$ cat src/hw/rtl/ihs_pkg.sv
package ihs_pkg;

  // Width of the byte position counter (saturating)
  localparam int POSITION_BITS = 32;

  // Number of leading file bytes kept for header decode
  localparam int HDR_LEN      = 29;
  localparam int HDR_IDX_BITS = $clog2(HDR_LEN);

  // Format codes reported in format_code
  localparam logic [2:0] FMT_UNKNOWN = 3'd0;
  localparam logic [2:0] FMT_PNG     = 3'd1;
  localparam logic [2:0] FMT_BMP     = 3'd2;
  localparam logic [2:0] FMT_DDS     = 3'd3;
  localparam logic [2:0] FMT_TGA     = 3'd4;
  localparam logic [2:0] FMT_JPEG    = 3'd5;

  // JPEG marker scanner phases; the unused codes idle like PH_DONE
  typedef enum logic [3:0] {
    PH_SEARCH   = 4'd0,
    PH_APP_HI   = 4'd1,
    PH_APP_LO   = 4'd2,
    PH_SKIP     = 4'd3,
    PH_SCAN     = 4'd4,
    PH_TYPE     = 4'd5,
    PH_SEG_HI   = 4'd6,
    PH_SEG_LO   = 4'd7,
    PH_SOF_PAD  = 4'd8,
    PH_SOF_READ = 4'd9,
    PH_DONE     = 4'd10
  } ihs_phase_t;

  // JPEG marker bytes
  localparam logic [7:0] JPG_MARK = 8'hFF;
  localparam logic [7:0] JPG_SOI  = 8'hD8;
  localparam logic [7:0] JPG_APP0 = 8'hE0;
  localparam logic [7:0] JPG_SOF0 = 8'hC0;
  localparam logic [7:0] JPG_SOF3 = 8'hC3;

  // Input beat payload
  typedef struct packed {
    logic [7:0] data_byte;
    logic       last_byte;
  } ihs_byte_t;

  // Result beat payload
  typedef struct packed {
    logic        found;
    logic [2:0]  format_code;
    logic [31:0] image_width;
    logic [31:0] image_height;
    logic [31:0] bit_depth;
  } ihs_result_t;

  // JPEG scanner status, already including the byte being processed
  typedef struct packed {
    logic        done;
    logic [15:0] height;
    logic [15:0] width;
    logic [7:0]  comps;
  } ihs_jpeg_t;

endpackage

$ cat src/hw/rtl/ihs_byte_if.sv
interface ihs_byte_if;
  logic              valid;
  logic              ready;
  ihs_pkg::ihs_byte_t payload;

  modport source (output valid, output payload, input ready);
  modport sink   (input valid, input payload, output ready);
endinterface

$ cat src/hw/rtl/ihs_result_if.sv
interface ihs_result_if;
  logic                valid;
  logic                ready;
  ihs_pkg::ihs_result_t payload;

  modport source (output valid, output payload, input ready);
  modport sink   (input valid, input payload, output ready);
endinterface

$ cat src/hw/rtl/ihs_jpeg_scan.sv
module ihs_jpeg_scan (
  input  logic                clk,
  input  logic                rst,
  input  logic                step,
  input  logic                restart,
  input  logic [7:0]          data_byte,
  output ihs_pkg::ihs_jpeg_t  status
);
  import ihs_pkg::*;

  ihs_phase_t  phase, phase_next;
  logic [15:0] skip_count, skip_count_next;
  logic [7:0]  length_high, length_high_next;
  logic [39:0] fields, fields_next;
  logic        done, done_next;
  logic [23:0] recent;

  logic [15:0] seg_len;
  logic [15:0] seg_skip;

  // segment length with values under 2 treated as 2
  assign seg_len  = {length_high, data_byte};
  assign seg_skip = (seg_len < 16'd2) ? 16'd0 : seg_len - 16'd2;

  // next state of the marker walk
  always_comb begin
    phase_next       = phase;
    skip_count_next  = skip_count;
    length_high_next = length_high;
    fields_next      = fields;
    done_next        = done;
    case (phase)
      PH_SEARCH: begin
        if (recent == {JPG_MARK, JPG_SOI, JPG_MARK} && data_byte == JPG_APP0) begin
          phase_next = PH_APP_HI;
        end
      end
      PH_APP_HI: begin
        length_high_next = data_byte;
        phase_next       = PH_APP_LO;
      end
      PH_SEG_HI: begin
        length_high_next = data_byte;
        phase_next       = PH_SEG_LO;
      end
      PH_APP_LO, PH_SEG_LO: begin
        skip_count_next = seg_skip;
        phase_next      = (seg_skip == 16'd0) ? PH_SCAN : PH_SKIP;
      end
      PH_SKIP: begin
        skip_count_next = skip_count - 16'd1;
        if (skip_count == 16'd1) begin
          phase_next = PH_SCAN;
        end
      end
      PH_SCAN: begin
        if (data_byte == JPG_MARK) begin
          phase_next = PH_TYPE;
        end
      end
      PH_TYPE: begin
        if (data_byte >= JPG_SOF0 && data_byte <= JPG_SOF3) begin
          skip_count_next = 16'd3;
          phase_next      = PH_SOF_PAD;
        end else begin
          phase_next = PH_SEG_HI;
        end
      end
      PH_SOF_PAD: begin
        skip_count_next = skip_count - 16'd1;
        if (skip_count == 16'd1) begin
          phase_next = PH_SOF_READ;
        end
      end
      PH_SOF_READ: begin
        // height, width, component count shift in big-endian
        fields_next     = {fields[31:0], data_byte};
        skip_count_next = skip_count + 16'd1;
        if (skip_count >= 16'd4) begin
          done_next  = 1'b1;
          phase_next = PH_DONE;
        end
      end
      default: begin
      end
    endcase
  end

  // scanner registers; a last byte returns them to reset values
  always_ff @(posedge clk) begin
    if (rst || (step && restart)) begin
      phase       <= PH_SEARCH;
      skip_count  <= '0;
      length_high <= '0;
      fields      <= '0;
      done        <= 1'b0;
      recent      <= '0;
    end else if (step) begin
      phase       <= phase_next;
      skip_count  <= skip_count_next;
      length_high <= length_high_next;
      fields      <= fields_next;
      done        <= done_next;
      recent      <= {recent[15:0], data_byte};
    end
  end

  // status including the current byte
  always_comb begin
    status.done   = done_next;
    status.height = fields_next[39:24];
    status.width  = fields_next[23:8];
    status.comps  = fields_next[7:0];
  end

endmodule

$ cat src/hw/rtl/image_header_sniffer_core.sv
// Channel  Dir  Beat payload                                          Handshake
// stream   in   data_byte[7:0], last_byte                             valid/ready
// report   out  found, format_code[2:0], image_width[31:0],           valid/ready
//               image_height[31:0], bit_depth[31:0]
//
// One byte per cycle sustained unless a last byte stalls. A byte is held in the input
// register, then the position counter, header store and JPEG scanner update in a single pass.
// A last byte produces one report beat, through the input register and then the report register.
// Reset (rst, synchronous) clears the counter, scanner and both valid flags.
// Only a last byte waits on a full report register; other bytes never stall.
module image_header_sniffer_core (
  input logic         clk,
  input logic         rst,
  ihs_byte_if.sink    stream,
  ihs_result_if.source report
);
  import ihs_pkg::*;

  // input register
  logic       in_valid;
  logic [7:0] in_byte;
  logic       in_last;

  // output register
  logic        out_valid;
  ihs_result_t out_data;
  ihs_result_t result_next;

  logic [POSITION_BITS-1:0] position;
  logic [7:0]               hdr [HDR_LEN];
  logic [7:0]               hb  [HDR_LEN];
  logic                     proc;
  ihs_jpeg_t                jpeg;

  // advance the stage unless a last byte meets a full report register
  assign proc         = in_valid && (!in_last || !out_valid || report.ready);
  assign stream.ready = !in_valid || proc;

  always_ff @(posedge clk) begin
    if (rst) begin
      in_valid <= 1'b0;
    end else if (stream.ready) begin
      in_valid <= stream.valid;
    end
  end

  always_ff @(posedge clk) begin
    if (stream.valid && stream.ready) begin
      in_byte <= stream.payload.data_byte;
      in_last <= stream.payload.last_byte;
    end
  end

  // saturating byte position, cleared after each file
  always_ff @(posedge clk) begin
    if (rst || (proc && in_last)) begin
      position <= '0;
    end else if (proc && position != '1) begin
      position <= position + 1'b1;
    end
  end

  // header store: first bytes of the file
  always_ff @(posedge clk) begin
    if (proc && position < POSITION_BITS'(HDR_LEN)) begin
      hdr[position[HDR_IDX_BITS-1:0]] <= in_byte;
    end
  end

  // header view with the current byte merged in
  always_comb begin
    for (int i = 0; i < HDR_LEN; i++) begin
      hb[i] = (position == POSITION_BITS'(i)) ? in_byte : hdr[i];
    end
  end

  ihs_jpeg_scan u_jpeg (
    .clk       (clk),
    .rst       (rst),
    .step      (proc),
    .restart   (in_last),
    .data_byte (in_byte),
    .status    (jpeg)
  );

  // format decision, in priority order PNG, BMP, DDS, TGA, JPEG
  always_comb begin
    logic [31:0] dep;
    logic [2:0]  fmt;
    logic [31:0] w;
    logic [31:0] h;
    logic [31:0] d;
    logic        png_ok;
    dep    = 32'(hb[24]);
    fmt    = FMT_UNKNOWN;
    w      = '0;
    h      = '0;
    d      = '0;
    png_ok = 1'b1;
    if (position >= POSITION_BITS'(2)) begin
      if (hb[0] == 8'd137 && hb[1] == 8'd80 && hb[2] == 8'd78 &&
          position >= POSITION_BITS'(25)) begin
        case (hb[25])
          8'd0:    d = dep;
          8'd2:    d = dep + (dep << 1);
          8'd3:    d = 32'd8;
          8'd4:    d = dep << 1;
          8'd6:    d = dep << 2;
          default: png_ok = 1'b0;
        endcase
        if (png_ok) begin
          fmt = FMT_PNG;
          w   = {hb[16], hb[17], hb[18], hb[19]};
          h   = {hb[20], hb[21], hb[22], hb[23]};
        end else begin
          d = '0;
        end
      end
      if (fmt == FMT_UNKNOWN && hb[0] == 8'd66 && hb[1] == 8'd77 &&
          position >= POSITION_BITS'(28)) begin
        fmt = FMT_BMP;
        w   = {16'd0, hb[19], hb[18]};
        h   = {16'd0, hb[23], hb[22]};
        d   = 32'(hb[28]);
      end
      if (fmt == FMT_UNKNOWN && position >= POSITION_BITS'(27) && hb[0] == 8'd68 &&
          hb[1] == 8'd68 && hb[2] == 8'd83 && hb[3] == 8'd32) begin
        fmt = FMT_DDS;
        h   = {hb[15], hb[14], hb[13], hb[12]};
        w   = {hb[19], hb[18], hb[17], hb[16]};
        d   = {hb[27], hb[26], hb[25], hb[24]};
      end
      if (fmt == FMT_UNKNOWN && hb[0] == 8'd0 && hb[1] == 8'd0 && hb[2] == 8'd2 &&
          position >= POSITION_BITS'(17)) begin
        fmt = FMT_TGA;
        w   = {16'd0, hb[13], hb[12]};
        h   = {16'd0, hb[15], hb[14]};
        d   = 32'(hb[16]);
      end
      if (fmt == FMT_UNKNOWN && jpeg.done) begin
        fmt = FMT_JPEG;
        h   = 32'(jpeg.height);
        w   = 32'(jpeg.width);
        d   = {21'd0, jpeg.comps, 3'd0};
      end
    end
    result_next.found        = (fmt != FMT_UNKNOWN);
    result_next.format_code  = fmt;
    result_next.image_width  = w;
    result_next.image_height = h;
    result_next.bit_depth    = d;
  end

  // report register
  always_ff @(posedge clk) begin
    if (rst) begin
      out_valid <= 1'b0;
    end else if (proc && in_last) begin
      out_valid <= 1'b1;
    end else if (report.ready) begin
      out_valid <= 1'b0;
    end
  end

  always_ff @(posedge clk) begin
    if (proc && in_last) begin
      out_data <= result_next;
    end
  end

  assign report.valid   = out_valid;
  assign report.payload = out_data;

endmodule

$ cat src/flat_wrapper.sv
// flat-port wrapper written by rule: the top's interface ports become plain ports
module image_header_sniffer_core_flat import ihs_pkg::*;
  (clk, rst, stream_valid, stream_payload, stream_ready, report_valid, report_payload, report_ready);
  ihs_byte_if stream_i ();
  ihs_result_if report_i ();
  input logic clk;
  input logic rst;
  input wire logic [$bits(stream_i.valid)-1:0] stream_valid;
  input wire logic [$bits(stream_i.payload)-1:0] stream_payload;
  output wire logic [$bits(stream_i.ready)-1:0] stream_ready;
  output wire logic [$bits(report_i.valid)-1:0] report_valid;
  output wire logic [$bits(report_i.payload)-1:0] report_payload;
  input wire logic [$bits(report_i.ready)-1:0] report_ready;
  assign stream_i.valid = stream_valid;
  assign stream_i.payload = stream_payload;
  assign stream_ready = stream_i.ready;
  assign report_valid = report_i.valid;
  assign report_payload = report_i.payload;
  assign report_i.ready = report_ready;
  image_header_sniffer_core u_core (.clk(clk), .rst(rst), .stream(stream_i), .report(report_i));
endmodule
$ cat config.mk
export PLATFORM = sky130hd
export DESIGN_NAME = image_header_sniffer_core_flat
export DESIGN_NICKNAME = d
export VERILOG_FILES = /design/src/hw/rtl/ihs_pkg.sv /design/src/hw/rtl/ihs_byte_if.sv /design/src/hw/rtl/ihs_result_if.sv /design/src/hw/rtl/ihs_jpeg_scan.sv /design/src/hw/rtl/image_header_sniffer_core.sv /design/src/flat_wrapper.sv
export SDC_FILE = /design/constraint.sdc
export NUM_CORES = 1
export LEC_CHECK = 0
export BUFFER_PORTS_ARGS = -buffer_cell sky130_fd_sc_hd__buf_2
export CAP_MARGIN = 20
export CORE_MARGIN = 2
export CORE_UTILIZATION = 48
export CTS_BUF_LIST = sky130_fd_sc_hd__clkbuf_16
export DETAILED_ROUTE_END_ITERATION = 7
export PLACE_DENSITY_LB_ADDON = 0.12
export SYNTH_ARGS = -nofsm -noshare
export SYNTH_HDL_FRONTEND = slang
export SYNTH_SLANG_ARGS = --single-unit
$ cat constraint.sdc
create_clock -name clk -period 5.3 [get_ports clk]
set_clock_uncertainty 0.1 [all_clocks]
set_input_delay 0.53 -clock clk [delete_from_list [all_inputs] [get_ports clk]]
set_output_delay 0.53 -clock clk [all_outputs]
set_load 0.05 [all_outputs]
==> summary.txt <==
Place
  – Placed Area: 0.0213 mm2
  – PortBufs: 114
  – Post-DP HPWL: 39100 um
  – Routability cong.: 0.911

Yosys
  – Synth area leaders: edfxtp_1, dfxtp_1, nand2_1
  – Seq/Total Area, Yosys: 53.7%
  – Synth Cell Area: 0.0202 mm2
  – Asr flop ratio synth: 0%
  – Yosys warnings: 0
  – Yosys cell types: 82
  – Syn avg cell area: 10.2 um2
  – Synth top area share: 41.2%
  – Top FF cell, synth: edfxtp_1
  – Post-Syn Nets: 2006
  – Post-synth top cells: nand2_1, edfxtp_1, nor2_1
  – Post-Synthesis Cells: 1974
  – Top-count cell post-synth: nand2_1
  – Synth area leader: edfxtp_1
  – Register bit total from synthesis: 404
  – Number of synthesized flops with an enable pin: 277

Floorplanning
  – I/O pins: 115
  – CORE AREA: 0.0418 mm2
  – DIE HEIGHT: 209 um
  – Standard-cell row count: 75
  – Die X: 209 um
  – Die Area: 0.0438 mm2
  – Initial Utilization: 48.4%

Finish
  – Nets: 2089
  – Area growth from synthesis to layout: 12.8%
  – Post-Layout Inst Area: 0.0228 mm2
  – Share of cells above drive strength 1: 15.9%
  – Fillers: 3652
  – Diode count: 0
  – Reg area: 0.0109 mm2
  – Area of the multi-input gates: 0.00873 mm2
  – Fin util: 54.6%

CTS
  – Setup bufs post-CTS: 0
  – Root Driver: clkbuf_16
  – Post_cts resized: 0
  – Hold Buf Count CTS: 7
  – Total CTS buffers: 45
  – H-tree depth: 2
  – Longest Clk Path Bufs: 3
  – CTS tree: built
  – CTS clk-pin slew, worst paths: 0.06 ns
  – Clk_lat worst skew: 0.59 ns
  – CTS sink count: 404

STA
  – Fmax: 214 MHz
  – Fin crit share: 88.4%
  – RSZ-0062 raised after global routing: no
  – Setup_tns: 0 ns
  – Final setup viols: 0
  – Slew headroom: 20.8%
  – Worst-Margin Slew: 1.16 ns
  – Period minus WS final: 4.68 ns
  – Hold Vio Cnt, Final: 0
  – Max Slew Vio Count: 0

Run
  – Maxcap violations: 0

Detailed routing
  – Post-Route WL: 57600 um
  – Routed Antenna Nets: 0
  – Per-cell routed wire length: 21.9 um
  – DR iter-0 viols: 1574
  – Via density per instance: 5.97
  – Via count: 15700
  – First-pass DRT Iterations: 6
  – Remaining DRCs: 0

Critical path
  – CP Launch Type: register
  – WP buf/inv: 0
  – Crit path required time: 5.48 ns
  – CP Capture Type: register
  – Largest delay contributor family on the critical path: simple AND/OR/NAND/NOR gates
  – Critical path class: reg2reg
  – Reg2reg end: u_core.report.payload[76]
  – WP data arrival: 4.87 ns
  – Reg2reg setup slack: 0.62 ns
  – CP Depth: 9
  – Crit Path Max Fanout: 43
  – CP max-delay cell: a2111oi_0
  – Reg2reg path depth: 9
  – R2R Path Start: u_core.position[23]
  – Cell breakdown of the critical path: nor4_2 -> nand4_4 -> nor3_4 -> mux2_2 -> nand3_2 -> or4_2 -> nor2_1 -> a2111oi_0 -> o21ai_1
  – Crit-path max cell delay: 1.02 ns

Power
  – Leak Pwr: 0.00816 uW
  – VDD IR max: 0.232 mV
  – PwrDens: 293 mW/mm2

Min path
  – WHS Endpoint: u_core.in_byte[5]
  – HP Class: in2reg
  – Cell count of the worst hold path: 1
  – Hold path startpoint: stream_payload[6]

GRT
  – Gr usage total: 26.1%
  – Largest net degree at the start of global routing: 63
  – Vias in the first global route: 14900
  – Total gr overflow: 0
  – First-pass GRT wire length: 88500 um
  – Initial antenna violation count: 1

Status
  – Status: completed
kinds of logic (layout without fill, tap and decap cells):
group	after synthesis	count (layout)	share of synthesized area (%)
AND/OR/NAND/NOR	803	803	19.3
flip-flops	404	404	53.7
AO/OA/AOI/OAI	374	374	11.9
multiplexers	166	166	8.58
buffers and inverters	163	283	3.28
XOR/XNOR	45	45	1.95
adder cells (fa/ha/maj)	19	19	1.21
registers in the layout, indices dropped and copies added (netlist names):
register                   cells
u_core.hdr                   168
u_core.report.payload        100
u_core.u_jpeg.fields          40
u_core.position               32
u_core.u_jpeg.recent          24
u_core.u_jpeg.skip_count      16
u_core.in_byte                 8
u_core.u_jpeg.length_high      8
u_core.u_jpeg.phase            4
u_core.in_last                 1
u_core.in_valid                1
u_core.report.valid            1
u_core.u_jpeg.done             1
per-layer routing:
layer	wire (um)	share of wire (%)	global-route usage [%]
met5	9	0.016	0
met2	27700	48	43.4
met1	25000	43	35.1
met4	1900	3.3	9.06
met3	3030	5.3	3.86
where the power goes:
part	switching (uW)	leakage, uW	total, uW	internal, uW
clock network	1320	0.000727	3030	1710
logic	193	0.00375	249	56.7
registers	17.3	0.00368	3400	3380
cells in the final DEF (no fill, tap or decap), drive strengths merged, types with 9 or more instances in the layout:
master	netlist	layout
nand2	332	332
edfxtp	277	277
nor2	173	173
buf	32	159
a21oi	130	130
dfxtp	127	127
mux2i	108	108
nand3	64	64
mux2	58	58
o21ai	55	55
clkbuf	102	49
nor3	45	45
inv	29	45
a31oi	35	35
nor2b	30	30
o22ai	29	29
a221oi	29	29
and2	26	26
xor2	26	26
nor4	25	25
nand4	24	24
xnor2	19	19
ha	18	18
clkinv	0	16
and3	15	15
nand2b	11	11
a211oi	10	10
a2111oi	9	9
how the worst max path moves through the flow:
stage	from	to	slack [ns]
2_1_floorplan	report_ready	u_core.position[31]	0.76
3_3_place_gp	u_core.position[23]	u_core.report.payload[76]	0.67
3_5_place_dp	u_core.position[23]	u_core.report.payload[76]	0.64
4_1_cts	u_core.position[23]	u_core.report.payload[76]	0.59
5_1_grt	u_core.position[23]	u_core.report.payload[73]	0.41
6_report	u_core.position[23]	u_core.report.payload[76]	0.62
per-stage QoR:
stage          cells  hold WS, ns  total power (uW)  setup WS (ns)
6_report        2633       0.0316              6680          0.617
5_1_grt         2633      0.00707              6870          0.412
4_1_cts         2629      0.00110              6720          0.592
3_5_place_dp    2538        0.347              3710          0.639
3_3_place_gp    2537        0.343              3710          0.672
2_1_floorplan   1974        0.336              3620          0.764
final cells by class:
| class | count | share of cell area, % |
|---|---|---|
| clock buffers | 45 | 4.94 |
| inverters | 29 | 0.478 |
| clock inverters | 39 | 1.26 |
| multi-input cells | 1407 | 38.3 |
| flip-flops and latches | 404 | 47.7 |
| repair buffers | 170 | 4.41 |
| well taps | 539 | 2.96 |
(Power assumes the default switching activity.)
